File: config.mk
export PLATFORM = sky130hd
export DESIGN_NAME = accelerating_auto_repeat_flat
export DESIGN_NICKNAME = d
export VERILOG_FILES = /design/src/sv/aar_pkg.sv /design/src/sv/aar_in_if.sv /design/src/sv/aar_out_if.sv /design/src/sv/aar_cfg_regs.sv /design/src/sv/aar_core.sv /design/src/sv/accelerating_auto_repeat.sv /design/src/flat_wrapper.sv
export SDC_FILE = /design/constraint.sdc
export NUM_CORES = 1
export LEC_CHECK = 0
export CAP_MARGIN = 0
export CORE_ASPECT_RATIO = 0.7
export CORE_UTILIZATION = 50
export DETAILED_ROUTE_END_ITERATION = 6
export DONT_BUFFER_PORTS = 1
export SYNTH_ARGS = -nofsm -noshare
export SYNTH_HDL_FRONTEND = slang
export SYNTH_SLANG_ARGS = --single-unit
File: constraint.sdc
create_clock -name clk -period 4.7 [get_ports clk]
set_clock_uncertainty 0.15 [all_clocks]
set_input_delay 0.705 -clock clk [delete_from_list [all_inputs] [get_ports clk]]
set_output_delay 0.705 -clock clk [all_outputs]
set_load 0.01 [all_outputs]
File: src/sv/aar_pkg.sv
// ----------------------------------------------------------------------------
// aar_pkg
// Shared types, constants and a helper function for the accelerating
// auto-repeat block.
// ----------------------------------------------------------------------------
package aar_pkg;

  // Direction codes carried on the input and result channels
  localparam logic [2:0] DIR_NONE    = 3'd0;
  localparam logic [2:0] DIR_UNKNOWN = 3'd7;

  // Register map: register index is address bit 2
  localparam int          CFG_ADDR_W          = 3;
  localparam logic        REG_INITIAL_DELAY   = 1'b0;
  localparam logic        REG_REPEAT_INTERVAL = 1'b1;

  // Register reset values, also used when a register holds zero
  localparam logic [15:0] DEFAULT_INITIAL  = 16'd200;
  localparam logic [15:0] DEFAULT_INTERVAL = 16'd700;

  // Repeat count limit and acceleration thresholds
  localparam logic [6:0]  COUNT_MAX = 7'd127;
  localparam logic [6:0]  STAGE1    = 7'd10;
  localparam logic [6:0]  STAGE2    = 7'd30;
  localparam logic [6:0]  STAGE3    = 7'd70;

  // Configuration as seen by the datapath
  typedef struct packed {
    logic [15:0] initial_delay;
    logic [15:0] repeat_interval;
  } cfg_t;

  // Input stage contents
  typedef struct packed {
    logic [31:0] now_ms;
    logic [2:0]  direction;
  } item_t;

  // A code that names a real direction
  function automatic logic is_active(input logic [2:0] dir);
    is_active = (dir != DIR_NONE) && (dir != DIR_UNKNOWN);
  endfunction

endpackage

File: src/sv/aar_in_if.sv
// ----------------------------------------------------------------------------
// aar_in_if
// Input channel: valid/ready handshake with time stamp and direction code.
// ----------------------------------------------------------------------------
interface aar_in_if;
  logic        valid;
  logic        ready;
  logic [31:0] now_ms;
  logic [2:0]  direction;

  modport source (output valid, output now_ms, output direction, input ready);
  modport sink   (input valid, input now_ms, input direction, output ready);
endinterface

File: src/sv/aar_out_if.sv
// ----------------------------------------------------------------------------
// aar_out_if
// Result channel: valid/ready handshake with emitted code and skip mark.
// ----------------------------------------------------------------------------
interface aar_out_if;
  logic       valid;
  logic       ready;
  logic [2:0] emitted;
  logic       skip;

  modport source (output valid, output emitted, output skip, input ready);
  modport sink   (input valid, input emitted, input skip, output ready);
  modport mon    (input valid, input emitted, input skip, input ready);
endinterface

File: src/sv/aar_cfg_regs.sv
// ----------------------------------------------------------------------------
// aar_cfg_regs
// APB register file holding the initial delay and the repeat interval.
// ----------------------------------------------------------------------------
module aar_cfg_regs
  import aar_pkg::*;
(
  input  logic                  clk,
  input  logic                  rst_n,
  input  logic                  psel,
  input  logic                  penable,
  input  logic                  pwrite,
  input  logic [CFG_ADDR_W-1:0] paddr,
  input  logic [31:0]           pwdata,
  output logic [31:0]           prdata,
  output logic                  pready,
  output cfg_t                  cfg
);

  logic [15:0] initial_delay_r;
  logic [15:0] repeat_interval_r;
  logic        wr_en;
  logic        reg_sel;

  assign pready  = 1'b1;
  assign wr_en   = psel && penable && pwrite;
  assign reg_sel = paddr[2];

  // Register writes complete in the access phase
  always_ff @(posedge clk) begin
    if (!rst_n) begin
      initial_delay_r   <= DEFAULT_INITIAL;
      repeat_interval_r <= DEFAULT_INTERVAL;
    end else if (wr_en) begin
      unique case (reg_sel)
        REG_INITIAL_DELAY:   initial_delay_r   <= pwdata[15:0];
        REG_REPEAT_INTERVAL: repeat_interval_r <= pwdata[15:0];
        default: ;
      endcase
    end
  end

  // Read data mux
  always_comb begin
    unique case (reg_sel)
      REG_INITIAL_DELAY:   prdata = {16'd0, initial_delay_r};
      REG_REPEAT_INTERVAL: prdata = {16'd0, repeat_interval_r};
      default:             prdata = 32'd0;
    endcase
  end

  assign cfg.initial_delay   = initial_delay_r;
  assign cfg.repeat_interval = repeat_interval_r;

endmodule

File: src/sv/aar_core.sv
// ----------------------------------------------------------------------------
// aar_core
// Input register, repeat decision logic with its state, and result register.
// ----------------------------------------------------------------------------
module aar_core
  import aar_pkg::*;
(
  input  logic       clk,
  input  logic       rst_n,
  input  cfg_t       cfg,
  aar_in_if.sink     in_if,
  aar_out_if.source  out_if
);

  // Pipeline control
  logic        s1_valid_r;
  item_t       s1_item_r;
  logic        out_valid_r;
  logic [2:0]  emitted_r;
  logic        skip_r;
  logic        advance;
  logic        in_fire;
  logic        s1_fire;

  // Repeat state
  logic [2:0]  last_dir_r;
  logic [31:0] deadline_r;
  logic [6:0]  count_r;
  logic [2:0]  last_dir_nxt;
  logic [31:0] deadline_nxt;
  logic [6:0]  count_nxt;
  logic [2:0]  emitted_nxt;
  logic        skip_nxt;

  logic [15:0] first_delay;
  logic [15:0] base_interval;
  logic [15:0] held_delay;
  logic        active;

  // The result register frees up when empty or when it is taken this cycle
  assign advance      = !out_valid_r || out_if.ready;
  assign in_if.ready  = !s1_valid_r || advance;
  assign in_fire      = in_if.valid && in_if.ready;
  assign s1_fire      = s1_valid_r && advance;

  // Input register
  always_ff @(posedge clk) begin
    if (!rst_n) begin
      s1_valid_r <= 1'b0;
    end else if (in_if.ready) begin
      s1_valid_r <= in_if.valid;
    end
  end

  always_ff @(posedge clk) begin
    if (in_fire) begin
      s1_item_r.now_ms    <= in_if.now_ms;
      s1_item_r.direction <= in_if.direction;
    end
  end

  // Delays with zero standing for the default
  assign first_delay   = (cfg.initial_delay != 16'd0) ? cfg.initial_delay : DEFAULT_INITIAL;
  assign base_interval = (cfg.repeat_interval != 16'd0) ? cfg.repeat_interval
                                                        : DEFAULT_INTERVAL;

  // Interval shrinks as repeats mount
  always_comb begin
    if (count_r > STAGE3) begin
      held_delay = base_interval >> 3;
    end else if (count_r > STAGE2) begin
      held_delay = base_interval >> 2;
    end else if (count_r > STAGE1) begin
      held_delay = base_interval >> 1;
    end else begin
      held_delay = base_interval;
    end
  end

  assign active = is_active(s1_item_r.direction);

  // Repeat decision for the item in the input register
  always_comb begin
    emitted_nxt  = DIR_NONE;
    skip_nxt     = 1'b0;
    deadline_nxt = deadline_r;
    count_nxt    = count_r;
    last_dir_nxt = s1_item_r.direction;
    if (s1_item_r.direction != last_dir_r) begin
      // A new code: emit at once if it is a real direction
      if (active) begin
        emitted_nxt  = s1_item_r.direction;
        deadline_nxt = s1_item_r.now_ms + {16'd0, first_delay};
      end else begin
        deadline_nxt = s1_item_r.now_ms;
      end
      count_nxt = 7'd0;
    end else if (active) begin
      // Held direction: repeat once the deadline has strictly passed
      if (deadline_r < s1_item_r.now_ms) begin
        emitted_nxt  = s1_item_r.direction;
        deadline_nxt = s1_item_r.now_ms + {16'd0, held_delay};
        if (count_r < COUNT_MAX) begin
          count_nxt = count_r + 7'd1;
        end
      end else begin
        skip_nxt = 1'b1;
      end
    end else begin
      // Neutral or unknown code held
      deadline_nxt = s1_item_r.now_ms;
      count_nxt    = 7'd0;
    end
  end

  // State update
  always_ff @(posedge clk) begin
    if (!rst_n) begin
      last_dir_r <= DIR_NONE;
      deadline_r <= 32'd0;
      count_r    <= 7'd0;
    end else if (s1_fire) begin
      last_dir_r <= last_dir_nxt;
      deadline_r <= deadline_nxt;
      count_r    <= count_nxt;
    end
  end

  // Result register
  always_ff @(posedge clk) begin
    if (!rst_n) begin
      out_valid_r <= 1'b0;
    end else if (advance) begin
      out_valid_r <= s1_valid_r;
    end
  end

  always_ff @(posedge clk) begin
    if (s1_fire) begin
      emitted_r <= emitted_nxt;
      skip_r    <= skip_nxt;
    end
  end

  assign out_if.valid   = out_valid_r;
  assign out_if.emitted = emitted_r;
  assign out_if.skip    = skip_r;

endmodule

File: src/sv/accelerating_auto_repeat.sv
// ----------------------------------------------------------------------------
// accelerating_auto_repeat
// Auto-repeat for a held direction with acceleration, APB configured.
// ----------------------------------------------------------------------------
// A result passes from the input register through the decision logic to the
// result register, and stays there until out ready takes it.
// Throughput: one transaction per cycle; the input register, decision logic
// and result register form a two-stage pipeline that stalls only on out ready.
// Reset (synchronous, rst_n low): pipeline empty, state zero, initial_delay
// 200 and repeat_interval 700.
module accelerating_auto_repeat
  import aar_pkg::*;
(
  input  logic                  clk,
  input  logic                  rst_n,
  aar_in_if.sink                in_if,
  aar_out_if.source             out_if,
  input  logic                  psel,
  input  logic                  penable,
  input  logic                  pwrite,
  input  logic [CFG_ADDR_W-1:0] paddr,
  input  logic [31:0]           pwdata,
  output logic [31:0]           prdata,
  output logic                  pready
);

  cfg_t cfg;

  // Configuration registers
  aar_cfg_regs u_cfg_regs (
    .clk     (clk),
    .rst_n   (rst_n),
    .psel    (psel),
    .penable (penable),
    .pwrite  (pwrite),
    .paddr   (paddr),
    .pwdata  (pwdata),
    .prdata  (prdata),
    .pready  (pready),
    .cfg     (cfg)
  );

  // Datapath
  aar_core u_core (
    .clk    (clk),
    .rst_n  (rst_n),
    .cfg    (cfg),
    .in_if  (in_if),
    .out_if (out_if)
  );

endmodule

File: src/flat_wrapper.sv
// flat-port wrapper written by rule: the top's interface ports become plain ports
module accelerating_auto_repeat_flat import aar_pkg::*;
  (clk, rst_n, psel, penable, pwrite, paddr, pwdata, prdata, pready, in_if_valid, in_if_now_ms, in_if_direction, in_if_ready, out_if_valid, out_if_emitted, out_if_skip, out_if_ready);
  aar_in_if in_if_i ();
  aar_out_if out_if_i ();
  input  logic clk;
  input  logic rst_n;
  input  logic psel;
  input  logic penable;
  input  logic pwrite;
  input  logic [CFG_ADDR_W-1:0] paddr;
  input  logic [31:0] pwdata;
  output logic [31:0] prdata;
  output logic pready;
  input wire logic [$bits(in_if_i.valid)-1:0] in_if_valid;
  input wire logic [$bits(in_if_i.now_ms)-1:0] in_if_now_ms;
  input wire logic [$bits(in_if_i.direction)-1:0] in_if_direction;
  output wire logic [$bits(in_if_i.ready)-1:0] in_if_ready;
  output wire logic [$bits(out_if_i.valid)-1:0] out_if_valid;
  output wire logic [$bits(out_if_i.emitted)-1:0] out_if_emitted;
  output wire logic [$bits(out_if_i.skip)-1:0] out_if_skip;
  input wire logic [$bits(out_if_i.ready)-1:0] out_if_ready;
  assign in_if_i.valid = in_if_valid;
  assign in_if_i.now_ms = in_if_now_ms;
  assign in_if_i.direction = in_if_direction;
  assign in_if_ready = in_if_i.ready;
  assign out_if_valid = out_if_i.valid;
  assign out_if_emitted = out_if_i.emitted;
  assign out_if_skip = out_if_i.skip;
  assign out_if_i.ready = out_if_ready;
  accelerating_auto_repeat u_core (.clk(clk), .rst_n(rst_n), .in_if(in_if_i), .out_if(out_if_i), .psel(psel), .penable(penable), .pwrite(pwrite), .paddr(paddr), .pwdata(pwdata), .prdata(prdata), .pready(pready));
endmodule
==> results.toml, run 1 <==
[clock_network]
clk_latency_ns = 0.42
postCtsHoldBufs = 0
cts_tree = "yes"
numCtsBuffers = 17
cts_setup_buffers = 0
clkTransAtPathRegs_ns = 0.06
cts.sinks = 115
root_buffer = "clkbuf_16"
ctsLongestPathBuffers = 2
cts_max_level = 4

[setup_path]
start_kind = "flop"
cp.arrival_ns = 4.61
rr_worst_depth = 15
crit_type = "flop to flop"
r2r_start = "u_core.u_core.count_r[1]"
timing.critical_path.required_ns = 4.90
r2r_setup_slack_ns = 0.29
r2r-end = "u_core.u_core.deadline_r[29]"
crit_path_end_kind = "flop"
worstPathMaxFanout = 9

[sta]
fin_crit_ns = 4.41
drv_slew = 0
worst_pin_slew_ns = 1.20
finalSetupTns_ns = 0
relSlewSlack = 0.196
post-route-period-util = 0.938
worst_slack_ns = 0.290
timing.hold.ws_ns = 0.206
setup_viol = 0
fmax_ghz = 0.227
rsz0062_at_grt = "false"
hold_violations = 0

[hold_path]
min_from = "rst_n"
hold_path_end = "u_core.u_cfg_regs.initial_delay_r[6]"
hold_depth = 1
hold_class = "primary input to flop"

[logic_synthesis]
synthFlopType = "dfxtp_1"
ys_seq_area_frac = 0.335
synth.largest_area_cell = "dfxtp_1"
syn-cell-area_um2 = 8040
async_reset_ff_frac = 0
synth_cell_types = 80
synth_most_common_cell = "nand2_1"
synthTopCellsByArea = "dfxtp_1 19%, edfxtp_1 15%, ha_1 10%"
synth-edff-count = 39
ys_ff_latch = 115
syn_area_per_cell_um2 = 8.34
synthCells = 964
netlist.area_leader.share = 0.189
synth_warnings = 0
synth_common_cells = "140 x nand2_1, 90 x a21oi_1, 76 x dfxtp_1"

[floorplan]
fp-row-count = 38
fp.dieW_um = 154
core_um2 = 15600
pin_count = 116
start_util = 0.515
dieHeight_um = 108
fp.dieArea_um2 = 16600

[power]
p_int_mw = 2.04
p_per_area_nw_per_um2 = 332
p_switching_mw = 0.842
sequentialPowerShare = 0.394
p_leak_nw = 3.38
clkPwrFrac = 0.459
swShare = 0.293
irDropWorstVdd_v = 0.000191
power_frac_comb = 0.147

[layout]
fin_cells = 1149
final_area_um2 = 8680
diodes = 0
regArea_um2 = 2690
drive_gt1_frac = 0.0854
finish.net_count = 1081
nFillCells = 1454
area_growth_pct = 7.94
multiInputGateArea_um2 = 4830

[place]
dp_cells = 1117
dp_hpwl_mm = 17.6
place_area_um2 = 8060
routabilityCongestion = 0.941
io_buffers = 0
post-place-ws_ns = 0.327

[routing]
routed-via-count = 7304
drt_first_pass_iters = 5
drt_iter0_drc = 806
vias_per_cell = 6.36
drt_wl_total_mm = 23.8
drt_drc_violations_left = 0
detail-route-antenna-nets = 0
post_drt_wl_per_cell_um = 20.7

[global_route]
grtUsageMet2 = 0.399
grt_pass1_vias = 6633
grt_util_met1 = 0.443
grt_overflow = 0
met3_usage = 0.0745
grt_antenna_before_repair = 0
grt.busiest_layer = "met1"
grt_pass1_wl_mm = 36.9
grt_max_degree = 64
grt_usage = 0.293

[outcome]
status = "completed"

[job]
drv_cap = 0
[layout by cell type, fill, tap and decap left out, types with 4 or more instances in the layout]
master and n:
nor2_1 43, or4_1 7, nor3_1 12, nor3b_1 4, o21a_1 4, dfxtp_1 76, o221ai_1 8, mux2i_1 9
nor4_1 9, a221oi_1 7, inv_6 7, and4_1 5, nand2_1 140, buf_4 13, clkbuf_16 17, o21ai_0 61
nand4_1 7, or3_1 11, o31ai_1 5, nand3_1 36, a21oi_1 90, conb_1 17, xor2_1 6, a31oi_1 15
nand2b_1 15, o2111ai_1 8, mux2_2 16, inv_1 50, ha_1 66, a211oi_1 10, edfxtp_1 39, o21bai_1 4
a21o_1 4, nor2b_1 5, xnor2_1 23, o211ai_1 14, a22oi_1 11, and3_1 6
[timing repair]
action                     in CTS  in global routing
hold endpoints to repair        0                  0
gates resized for setup         0                  4
setup endpoints to repair       0                  4
[final cells by class]
cell class,instances,area share
tap,200,0.0288
sequential,115,0.310
timing repair buffer,14,0.0136
multi-input combinational,737,0.557
clock buffer,17,0.0490
clock inverter,15,0.0196
inverter,51,0.0221
[power groups by stage]
stage	Clock (mW)	Sequential (mW)	Combinational, mW
global route	1.38	1.14	0.470
global placement	0	1.15	0.399
detailed placement	0	1.15	0.411
finish	1.32	1.13	0.423
floorplan	0	1.13	0.338
CTS	1.34	1.13	0.414
[flip-flops by register name, summed over array words and instances (netlist names)]
| register | cells |
|---|---|
| u_core.u_core.s1_valid_r | 1 |
| u_core.u_core.out_if.skip | 1 |
| u_core.u_core.out_if.emitted | 3 |
| u_core.u_cfg_regs.initial_delay_r | 16 |
| u_core.u_core.last_dir_nxt | 3 |
| u_core.u_core.count_r | 7 |
| u_core.u_core.s1_item_r | 32 |
| u_core.u_core.deadline_r | 32 |
| u_core.u_cfg_regs.repeat_interval_r | 16 |
| u_core.u_core.last_dir_r | 3 |
| u_core.u_core.out_if.valid | 1 |
[critical path, stage by stage (launching register included)]
cell and delay [ns]:
dfxtp_1 0.38, a21o_1 0.21, a211oi_1 0.46, nand2b_1 0.16, mux2i_1 0.18, nor2_1 0.05, a2111oi_0 0.31, nor2_1 0.12
ha_1 0.36, o21ai_0 0.17, o21ai_0 0.33, a21oi_1 0.21, o221ai_1 0.26, nand3_1 0.33, or4_1 0.50, a31oi_1 0.17
[routing by layer]
layer | up-vias | routed length [µm]
li1 | 3442 | -
met1 | 3498 | 11800
met2 | 327 | 9340
met3 | 37 | 2210
met4 | 0 | 439
met5 | - | 0
[worst max path at each step]
stage	startpoint	to	slack (ns)	cells after the start
floorplan	u_core.u_core.count_r[2]	u_core.u_core.deadline_r[18]	0.73	16
global placement	u_core.u_core.count_r[0]	u_core.u_core.deadline_r[22]	0.41	19
detailed placement	u_core.u_core.count_r[1]	u_core.u_core.deadline_r[29]	0.33	15
CTS	u_core.u_core.count_r[0]	u_core.u_core.deadline_r[22]	0.28	19
global route	u_core.u_core.count_r[1]	u_core.u_core.deadline_r[29]	0.001	14
finish	u_core.u_core.count_r[1]	u_core.u_core.deadline_r[29]	0.29	15
[cell families after synthesis]
kind of cell / share of synthesized area
flip-flops: 0.335
buffers and inverters: 0.0736
AO/OA/AOI/OAI: 0.235
AND/OR/NAND/NOR: 0.183
multiplexers: 0.0336
XOR/XNOR: 0.0316
other: 0.000934
adder cells (fa/ha/maj): 0.108
[metrics by stage]
step / util / total power, mW
after global placement: 0.517 / 1.55
after global routing: 0.556 / 2.99
after CTS: 0.555 / 2.89
final: 0.556 / 2.88
after floorplan: - / 1.47
after detailed placement: 0.517 / 1.56
Power figures use the tool's default switching activity.
==> run 2: changes to the inputs <==
==> constraint.sdc (replaced) <==
create_clock -name clk -period 5.7 [get_ports clk]
set_clock_uncertainty 0.15 [all_clocks]
set_input_delay 0.855 -clock clk [delete_from_list [all_inputs] [get_ports clk]]
set_output_delay 0.855 -clock clk [all_outputs]
set_load 0.01 [all_outputs]
==> results.toml, run 2 (synthesized netlist as in run 1, its figures left out) <==
[clock_network]
cts_max_level = 4
numCtsBuffers = 17
root_buffer = "clkbuf_16"
clk_latency_ns = 0.43
cts_setup_buffers = 0
clkTransAtPathRegs_ns = 0.06
cts.sinks = 115
cts-resized-gates = 0
postCtsHoldBufs = 0
ctsLongestPathBuffers = 2
cts_tree = "yes"

[power]
finalPower_mw = 2.36
p_leak_nw = 3.34
p_switching_mw = 0.719
swShare = 0.304
irDropWorstVdd_v = 0.000157
p_int_mw = 1.64
clkPwrFrac = 0.457
p_per_area_nw_per_um2 = 275
power_frac_comb = 0.146
sequentialPowerShare = 0.396

[floorplan]
start_util = 0.515
fp.dieW_um = 154
pin_count = 116
core_um2 = 15600
fp-row-count = 38
fp.dieArea_um2 = 16600
dieHeight_um = 108

[routing]
routed-via-count = 7221
drt_wl_total_mm = 23.6
vias_per_cell = 6.31
drt_first_pass_iters = 5
drt_iter0_drc = 827
drt_drc_violations_left = 0
post_drt_wl_per_cell_um = 20.7
detail-route-antenna-nets = 0

[setup_path]
worstPathMaxFanout = 15
timing.critical_path.required_ns = 5.90
r2r_setup_slack_ns = 0.65
cp-endpoint = "u_core.u_core.deadline_r[29]"
cp.arrival_ns = 5.25
slowest_stage = "o21ai_0"
crit_path_cell_trace = "a21o_1 -> a211oi_1 -> buf_4 -> nand2b_1 -> mux2i_1 -> nor2_1 -> a2111oi_0 -> nor2_1 -> ha_1 -> o21ai_0 -> o21ai_0 -> a21oi_1 -> o221ai_1 -> nand3_1 -> or4_1 -> a31oi_1"
crit_path_end_kind = "flop"
cp_slowest_stage_delay_ns = 0.54
r2r-end = "u_core.u_core.deadline_r[29]"
r2r_start = "u_core.u_core.count_r[1]"
critPathLaunch = "u_core.u_core.count_r[1]"
crit_type = "flop to flop"
start_kind = "flop"
rr_worst_depth = 16

[layout]
final_area_um2 = 8600
final_cell_mix = "140 x nand2_1, 90 x a21oi_1, 76 x dfxtp_1"
regArea_um2 = 2690
drive_gt1_frac = 0.0784
diodes = 0
fin_cells = 1144
nFillCells = 1459
area_growth_pct = 7.00
reg.largest.list = "u_core.u_core.deadline_r x32, u_core.u_core.s1_item_r x32"
finish.net_count = 1076
layout_commonest_cell = "nand2_1"
multiInputGateArea_um2 = 4810
final_core_util = 0.552

[sta]
finalSetupTns_ns = 0
setup_viol = 0
relSlewSlack = 0.156
worst_pin_slew_ns = 1.26
fin_crit_ns = 5.05
drv_slew = 0
rsz0062_at_grt = "false"
post-route-period-util = 0.886
worst_slack_ns = 0.651
timing.hold.ws_ns = 0.322
fmax_ghz = 0.198
hold_violations = 0

[place]
dp_hpwl_mm = 17.4
routabilityCongestion = 0.902
dp_cells = 1112
place_area_um2 = 8010
io_buffers = 0
post-place-ws_ns = 0.797

[outcome]
status = "completed"

[hold_path]
min_from = "u_core.u_core.last_dir_r[2]"
hold_class = "flop to flop"

[global_route]
grt_pass1_wl_mm = 35.7
grt_usage = 0.284
grt_overflow = 0
grt_pass1_vias = 6420
grt_max_degree = 44
grt_antenna_before_repair = 0

[job]
drv_cap = 0
[run 2: how the worst min path moves through the flow]
stage,cells past startpoint,slack (ns),endpoint
floorplan,2,0.30,u_core.u_core.last_dir_r[0]
global placement,2,0.31,u_core.u_core.last_dir_r[2]
detailed placement,2,0.31,u_core.u_core.last_dir_r[0]
CTS,2,0.32,u_core.u_core.last_dir_r[0]
global route,2,0.34,u_core.u_core.last_dir_r[2]
finish,2,0.32,u_core.u_core.last_dir_r[2]
[run 2: per-layer routing]
metal | global-route usage | vias to the layer above | wire length (µm)
met5 | 0 | - | 0
met4 | 0.0721 | 0 | 249
met3 | 0.0625 | 24 | 2000
met2 | 0.388 | 307 | 9340
met1 | 0.441 | 3444 | 12000
li1 | - | 3446 | -
[run 2: power groups by stage]
stage	Clock, mW	Sequential (mW)	Combinational (mW)
floorplan	0	0.933	0.279
global placement	0	0.951	0.328
detailed placement	0	0.952	0.338
CTS	1.09	0.935	0.340
global route	1.13	0.941	0.382
finish	1.08	0.937	0.346
[run 2: layout make-up]
type | instances | share of cell area
clock inverters | 15 | 0.0189
well taps | 200 | 0.0291
clock buffers | 17 | 0.0495
flip-flops and latches | 115 | 0.313
multi-input cells | 737 | 0.559
inverters | 51 | 0.0223
repair buffers | 9 | 0.00786
[run 2: worst max-delay path, delay by kind of cell (launching register included)]
kind	cells	cell delay, ns
flip-flops	1	0.37
AO/OA/AOI/OAI	8	2.14
AND/OR/NAND/NOR	5	1.46
multiplexers	1	0.26
adder cells (fa/ha/maj)	1	0.34
buffers and inverters	1	0.25
